===== src/rtl/mtw_div.sv =====
// pipelined restoring divider, several lanes sharing one divisor
// depends on nothing; sideband travels alongside the valid bit
module mtw_div #(
  parameter int unsigned LANES = 1,
  parameter int unsigned RW    = 8,
  parameter int unsigned QW    = 16,
  parameter int unsigned STEPS = 2,
  parameter int unsigned SW    = 1
) (
  input  logic                           clk_i,
  input  logic                           rst_ni,
  input  logic                           valid_i,
  input  logic [SW-1:0]                  side_i,
  input  logic [RW-1:0]                  den_i,
  input  logic [LANES-1:0][RW-1:0]       rem_i,
  input  logic [LANES-1:0][QW-1:0]       num_i,
  output logic                           valid_o,
  output logic [SW-1:0]                  side_o,
  output logic [LANES-1:0][QW-1:0]       quot_o
);

  localparam int unsigned NS = QW / STEPS;

  logic [NS-1:0]                vld_q;
  logic [SW-1:0]                side_q [NS];
  logic [RW-1:0]                den_q  [NS];
  logic [LANES-1:0][RW-1:0]     rem_q  [NS];
  logic [LANES-1:0][RW-1:0]     rem_d  [NS];
  logic [LANES-1:0][QW-1:0]     wrd_q  [NS];
  logic [LANES-1:0][QW-1:0]     wrd_d  [NS];

  // each step shifts one dividend bit into the remainder and one quotient bit out
  always_comb begin
    logic [RW-1:0] r;
    logic [RW-1:0] rs;
    logic [QW-1:0] w;
    logic [RW-1:0] d;
    for (int s = 0; s < NS; s++) begin
      d = (s == 0) ? den_i : den_q[s-1];
      for (int l = 0; l < LANES; l++) begin
        r = (s == 0) ? rem_i[l] : rem_q[s-1][l];
        w = (s == 0) ? num_i[l] : wrd_q[s-1][l];
        for (int t = 0; t < STEPS; t++) begin
          rs = {r[RW-2:0], w[QW-1]};
          if (rs >= d) begin
            r = rs - d;
            w = {w[QW-2:0], 1'b1};
          end else begin
            r = rs;
            w = {w[QW-2:0], 1'b0};
          end
        end
        rem_d[s][l] = r;
        wrd_d[s][l] = w;
      end
    end
  end

  always_ff @(posedge clk_i or negedge rst_ni) begin
    if (!rst_ni) begin
      vld_q <= '0;
    end else begin
      for (int s = 0; s < NS; s++) begin
        vld_q[s] <= (s == 0) ? valid_i : vld_q[s-1];
      end
    end
  end

  always_ff @(posedge clk_i) begin
    for (int s = 0; s < NS; s++) begin
      side_q[s] <= (s == 0) ? side_i : side_q[s-1];
      den_q[s]  <= (s == 0) ? den_i : den_q[s-1];
      rem_q[s]  <= rem_d[s];
      wrd_q[s]  <= wrd_d[s];
    end
  end

  assign valid_o = vld_q[NS-1];
  assign side_o  = side_q[NS-1];
  assign quot_o  = wrd_q[NS-1];

endmodule


===== config.mk =====
export PLATFORM = sky130hd
export DESIGN_NAME = mtw_div
export DESIGN_NICKNAME = d
export VERILOG_FILES = /design/src/rtl/mtw_div.sv
export SDC_FILE = /design/constraint.sdc
export NUM_CORES = 1
export LEC_CHECK = 0
export ABC_CLOCK_PERIOD_IN_PS = 4550
export BUFFER_PORTS_ARGS = -buffer_cell sky130_fd_sc_hd__buf_4
export CORE_MARGIN = 2
export CORE_UTILIZATION = 49
export DETAILED_ROUTE_END_ITERATION = 16
export PLACE_DENSITY = 0.66
export SETUP_SLACK_MARGIN = 0.4
export SYNTH_ARGS = -nofsm -noshare
export SYNTH_HDL_FRONTEND = slang
export SYNTH_SLANG_ARGS = --single-unit

===== constraint.sdc =====
create_clock -name clk_i -period 4.55 [get_ports clk_i]
set_input_delay 0.91 -clock clk_i [delete_from_list [all_inputs] [get_ports clk_i]]
set_output_delay 0.91 -clock clk_i [all_outputs]
set_load 0.01 [all_outputs]

Yosys cells after proc, flatten, opt, wreduce, memory -nomap -nowiden. Memories as Yosys holds them, arrays and structs flattened. Index checks and enable logic that the tools add are counted.

Memories: 4. Flip-flop bits (word level): 8. Input port bits: 36. Bits in latches: 0. Bits in read-only memories: 0. Logic and storage cells: 69. RAM bits: 264.

Multipliers: 0. Divide/modulo/power cells: 0. Eq/ne operators: 0. Magnitude comparators: 16. Bitwise logic cells: 0. $add $sub $neg: 16. Mux-type cells: 32. Reductions and logical operators: 0. Shift-type cells: 0.

Memories: wrd_q (depth 8, width 16, rd ports 8, clocked after Yosys merged registers in 0, wr ports 8, RTL line 29) `logic [LANES-1:0][QW-1:0] wrd_q [NS];`; den_q (depth 8, width 8, rd ports 7, clocked after Yosys merged registers in 0, wr ports 8, RTL line 26) `logic [RW-1:0] den_q [NS];`; rem_q (depth 8, width 8, rd ports 7, clocked after Yosys merged registers in 0, wr ports 8, RTL line 27) `logic [LANES-1:0][RW-1:0] rem_q [NS];`; side_q (depth 8, width 1, rd ports 8, clocked after Yosys merged registers in 0, wr ports 8, RTL line 25) `logic [SW-1:0] side_q [NS];`.

Operators by type and width (count): 8-bit >= comparator (16); 8-bit two-way mux (8); 8-bit subtractor (8); 7-bit two-way mux (8); 7-bit subtractor (8); 1-bit two-way mux (16).

Depth between registers and ports, before layout. Gate-level depths: netlist (run 1).

Depth in word-level cells: 4. Gate-level depth with buffers: 18. Depth with buffers taken out: 17.

Worst setup path after synthesis (run 1). Ideal clock, no wire load.

Path type: input to register. From: in num_i[15] (netlist bit). To: mem rem_q[0][2] (netlist bit). Path buffers: 0. Setup time: 121 ps. Data arrival time: 3849 ps. Data required time: 4429 ps. Setup slack: 580 ps. Cell stages on the path: 15. Cells stage by stage: inv_1 -> ha_1 -> inv_1 -> fa_1 -> nand3_1 -> nand2_1 -> o211ai_1 -> nand2_1 -> mux2_2 -> ha_1 -> nand2b_1 -> a21oi_1 -> a41oi_1 -> o21ai_2 -> mux2_2.

RTL lines: from (decl) (RTL line 16) `input logic [LANES-1:0][QW-1:0] num_i,`; to (decl) (RTL line 27).

==> results.md, run 1 <==
- Die width: 154 um
- Area share of the largest cell type after synthesis: 43.6%
- Top cell types by occurrence after synthesis: 241 x dfxtp_1, 128 x ha_1, 103 x inv_1
- Final Critical Period: 3.97 ns
- Cells along the critical path: ha_1, inv_1, fa_1, a21o_2, a21oi_2, a211o_1, and2_4, mux2_2, fa_1, nand2b_1, a21oi_2, a41oi_1, o21ai_2, mux2_2
- Crit. End Element: flip-flop
- Clock Skews: 0.00947 ns
- Worst Setup Slack, final: 0.576 ns
- Final instance area: 12700 sq um
- Routed vias: 7103
- Hold WC Path Type: input port to async pin
- Max cap viols: 0
- Total CTS buffers: 26
- Initial DRC count: 233
- RSZ-0062 raised after global routing: no
- Most common cell in the netlist: dfxtp_1
- Core Area: 22400 sq um
- Num ports: 54
- Yosys reg bits: 249
- Final Hold Fails: 0
- Die area: 23800 sq um
- Worst slew margin: 72.7%
- First-pass GRT wire length: 32200 um
- Leak: 5.83 nW
- CTS Hold Bufs: 0
- Fin Hold WS: 0.196 ns
- Worst Tran Pin Value: 0.407 ns
- Root Driver: clkbuf_16
- Clock slew at reported path FFs: 0.06 ns
- Inserted Diodes: 0
- Synth top area cells: dfxtp_1 44%, ha_1 14%, mux2_2 5.9%, inv_1 3.5%, a21oi_1 3.3%
- Max clock buf depth: 3
- CTS sink cnt: 249
- Initial core utilization: 49.4%
- FMAX: 252 MHz
- Area growth from synthesis to layout: 14.8%
- # port buffers: 52
- Pins Over Slew Limit: 0
- DR pass1 iterations: 6
- Tot Pwr: 10.6 mW
- Crit Path Category: flip-flop to flip-flop
- Latest clock arrival within the worst-skew pair: 0.52 ns
- Non-Filler Instances: 1408
- GR Util All Layers: 16.2%
- Largest net degree at the start of global routing: 16
- Post-synth ARST share: 3.21%
- GP Congestion: 0.838
- WP data required: 4.95 ns
- DRT Wirelength: 18900 um
- Antenna violations before repair: 0
- Final setup TNS: 0 ns
- Status: finished clean
- Die height: 154 um
- Fraction of layout cells with a size suffix above 1: 17.5%
- Area of placed instances: 11700 sq um
- Core Util, Final: 56.7%
- Net Count, Synth: 1207
- Dpl cells: 1354
- Drt wl/cell: 13.4 um
- Crit-path max cell delay: 0.43 ns
- Htree depth: 1
- Grt total ovfl: 0
- Startpoint Class: flip-flop
- Antenna Nets Post-Route: 0
- Drt drc: 0
- Tcrit/Tclk final: 87.3%
- Endpoints failing setup: 0
- Syn. warnings: 0
- EDFF count, synth: 0
- Post-detail-place hpwl: 15000 um
- Crit-path max FO: 9
- Maximum VDD drop: 0.393 mV
- Mapped cell area: 11100 sq um
- Vias/cell: 5.04
- Most used DFF post-synth: dfxtp_1
- NumNets Final: 1282
- CTS tree: built
- Sequential cell area fraction in the yosys report: 45.4%
- PD cells: 835 nW/um^2
- Number of global-route vias before repair: 7100
- Netlist cell types: 56
- Yosys top cell by area: dfxtp_1
- DP Worst Slack: 0.277 ns
- Cell count after synthesis: 1028
- Crit-path slowest cell: fa_1
- # rows: 55
- Arrival @ worst endpoint: 4.38 ns
- Syn_area_per_cell: 10.8 sq um
[final cells by class]
class / instances / area (sq um)
flip-flops and latches: 249 / 5020
repair buffers: 65 / 488
well taps: 285 / 357
inverters: 105 / 394
fillers: 1953 / 9720
clock inverters: 15 / 119
clock buffers: 33 / 738
multi-input cells: 656 / 5590
[placed cells by master, fill, tap and decap left out, types with 21 or more instances in the layout]
master,netlist,final
mux2_2,58,58
nor2_1,32,32
inv_1,103,103
a21o_1,21,21
clkbuf_16,0,27
nand2_1,28,28
buf_4,16,65
ha_1,128,128
xnor2_1,38,38
o21ai_0,48,48
a21oi_1,74,72
o21a_1,24,24
dfxtp_1,241,241
[state kept, by name, summed over array words and instances, names as in the netlist]
register	flops
wrd_q	128
den_q	56
rem_q	49
vld_q	8
side_q	8
[metal layers]
metal / GRT usage, % / part of all wire (%)
met5: 0 / 0
met4: 4.72 / 2.2
met3: 2.66 / 2.9
met2: 28.4 / 48
met1: 20.7 / 47
[cell families (layout without fill, tap and decap cells)]
group           count (synthesis)  count (layout)  synth area share (%)
flops                         249             249                  45.4
compound gates                240             240                  14.1
fa+ha+maj                     143             143                  17.2
simple gates                  143             143                  6.69
buf+inv                       123             218                  4.78
mux                            76              76                  7.66
xor+xnor                       54              54                  4.27
[power by group]
group / switching, mW / internal [mW] / total (mW)
registers: 0.223 / 2.81 / 3.03
logic: 2.72 / 2.83 / 5.54
clock network: 0.866 / 1.17 / 2.04
[path summary, 6_finish.rpt]
check | depth (start not counted) | start | endpoint | slack [ns]
setup / recovery | 14 | den_q[3][0] | rem_q[4][6] | 0.58
hold reg to reg | 0 | wrd_q[1][42] | wrd_q[1][60] | 0.32
max in group asynchronous | 1 | rst_ni | vld_q[0] | 4.23
hold / removal | 1 | rst_ni | vld_q[5] | 0.20
setup reg to reg | 14 | den_q[3][0] | rem_q[4][6] | 0.58
min in group clk_i | 0 | wrd_q[1][42] | wrd_q[1][60] | 0.32
[critical path, delay by kind of cell (launching register included)]
| family | cells | cell delay [ns] |
|---|---|---|
| buffers and inverters | 1 | 0.05 |
| and+or+nand+nor | 2 | 0.40 |
| muxes | 2 | 0.77 |
| DFF | 1 | 0.38 |
| AOI/OAI and AO/OA | 6 | 1.24 |
| adders and majority gates | 3 | 1.02 |
[repair_timing]
item,CTS,global route
gates resized for setup,2,9
pin swaps,1,4
setup buffers,0,6
endpoints found under the setup margin,10,33
No activity file was read; power rests on OpenSTA's default activity.
==> run 2, diff against run 1 <==
- CORE_UTILIZATION: 49 -> 45
- PLACE_DENSITY: 0.66 -> not set
==> results.md, run 2 (synthesized netlist as in run 1, its figures left out) <==
- Clock Skews: 0.00779 ns
- Dpl cells: 1396
- Worst Tran Pin Value: 0.774 ns
- Root Driver: clkbuf_16
- Antenna Nets Post-Route: 0
- Tot Pwr: 10.6 mW
- Largest reg by FF count: wrd_q
- Worst Setup EP: rem_q[1][2]
- Clock share of power: 19.1%
- Num ports: 54
- DRT Wirelength: 19500 um
- Reg2Reg Capture Point: rem_q[1][2]
- DP Worst Slack: 0.279 ns
- Max cap viols: 0
- Routed vias: 7194
- Clock slew at reported path FFs: 0.06 ns
- Crit-path max cell delay: 0.44 ns
- Fraction of layout cells with a size suffix above 1: 17.0%
- GP Congestion: 0.828
- Inserted Diodes: 0
- # port buffers: 52
- CTS Hold Bufs: 0
- Crit-path slowest cell: o21ai_2
- Crit Path Category: flip-flop to flip-flop
- Startpoint Class: flip-flop
- Post-detail-place hpwl: 15200 um
- Hold WC Path Type: input port to async pin
- Leak: 5.83 nW
- DR pass1 iterations: 5
- Tcrit/Tclk final: 86.0%
- FMAX: 256 MHz
- RSZ-0062 raised after global routing: no
- Initial DRC count: 331
- Most frequent cells in the layout: 241 x dfxtp_1, 128 x ha_1, 103 x inv_1
- Worst slew margin: 48.4%
- Die area: 25900 sq um
- Sw Share: 35.5%
- Maximum VDD drop: 0.327 mV
- Internal cell power: 6.84 mW
- Final setup TNS: 0 ns
- Crit-path max FO: 8
- R2R depth: 15
- Largest net degree at the start of global routing: 16
- Grt total ovfl: 0
- Die width: 161 um
- Drt wl/cell: 13.5 um
- Psw: 3.76 mW
- Cells along the critical path: ha_1, inv_1, fa_1, a21o_1, a21oi_1, a31oi_1, nor2_2, mux2_2, ha_1, nor2b_1, o21ai_0, nand2_1, a41oi_1, o21ai_2, mux2_2
- R2R Setup Slk: 0.64 ns
- Drt drc: 0
- Max clock buf depth: 3
- Most common cell after layout, fill and taps aside: dfxtp_1
- Total CTS buffers: 25
- Combinational share of power: 52.2%
- PD cells: 833 nW/um^2
- CP Launch Point: den_q[0][0]
- Final Hold Fails: 0
- Core Area: 24200 sq um
- NumNets Final: 1282
- Final Critical Period: 3.91 ns
- Max FFs per register: 128
- Vias/cell: 4.98
- Die height: 161 um
- CTS tree: built
- GR Util All Layers: 15.1%
- Initial core utilization: 45.7%
- Non-Filler Instances: 1445
- WP data required: 4.95 ns
- Worst Setup Slack, final: 0.636 ns
- Worst R2R Start: den_q[0][0]
- Biggest regs: wrd_q x128, den_q x56, rem_q x49
- Crit. End Element: flip-flop
- Antenna violations before repair: 0
- # rows: 57
- Latest clock arrival within the worst-skew pair: 0.51 ns
- Status: finished clean
- Area growth from synthesis to layout: 14.8%
- Sequential Power Share: 28.7%
- Number of global-route vias before repair: 7018
- Core Util, Final: 52.4%
- Arrival @ worst endpoint: 4.31 ns
- Pins Over Slew Limit: 0
- Htree depth: 1
- First-pass GRT wire length: 32500 um
- CTS sink cnt: 249
- Endpoints failing setup: 0
- Filler instances: 2202
==> run 2: worst min path at each step <==
stage	startpoint	endpoint	slack [ns]
floorplan	side_q[0][0]	side_q[0][1]	0.31
global placement	wrd_q[1][27]	wrd_q[1][45]	0.31
detailed placement	wrd_q[0][22]	wrd_q[0][40]	0.31
CTS	rst_ni	vld_q[6]	0.18
global route	rst_ni	vld_q[4]	0.19
finish	rst_ni	vld_q[6]	0.21
==> run 2: area by class of cell <==
type                    instances  area [sq um]  area share (%)
multi-input cells             656          5570            43.8
flip-flops and latches        249          5020            39.5
clock buffers                  32           672            5.28
repair buffers                 66           495            3.90
well taps                     324           405            3.19
inverters                     105           394            3.10
clock inverters                13           155            1.22
==> run 2: metal layers <==
metal / up-vias / global-route usage (%) / part of all wire [%]
met5: - / 0 / 0
met4: 0 / 3.86 / 1.7
met3: 31 / 2.51 / 3.5
met2: 109 / 27.0 / 49
met1: 3310 / 18.9 / 46
li1: 3744 / - / -
==> run 2: stage by stage <==
step                instance area, sq um  hold WS [ns]
finish                             12700         0.206
global route                       12700         0.189
global placement                   11800         0.310
detailed placement                 11800         0.312
floorplan                          11100         0.310
CTS                                12600         0.183
==> run 2: power by group through the flow <==
stage	clock [mW]	combinational (mW)	sequential [mW]
6_report	2.02	5.53	3.04
5_1_grt	2.20	6.17	3.10
4_1_cts	2.11	5.41	3.05
3_5_place_dp	0	5.35	3.10
3_3_place_gp	0	5.31	3.09
2_1_floorplan	0	4.40	3.01
==> run 2: worst max-delay path, delay by kind of cell, from the launching register on <==
family | cells | cell delay [ns]
flops | 1 | 0.41
buf+inv | 1 | 0.06
simple gates | 3 | 0.49
mux | 2 | 0.77
compound gates | 6 | 1.10
fa+ha+maj | 3 | 0.96
==> run 2: repair_timing <==
action / 4_1_cts / 5_1_grt
buffers inserted: 0 / 4
pin swaps: 1 / 4
gates resized for setup: 1 / 7
setup endpoints to repair: 6 / 30
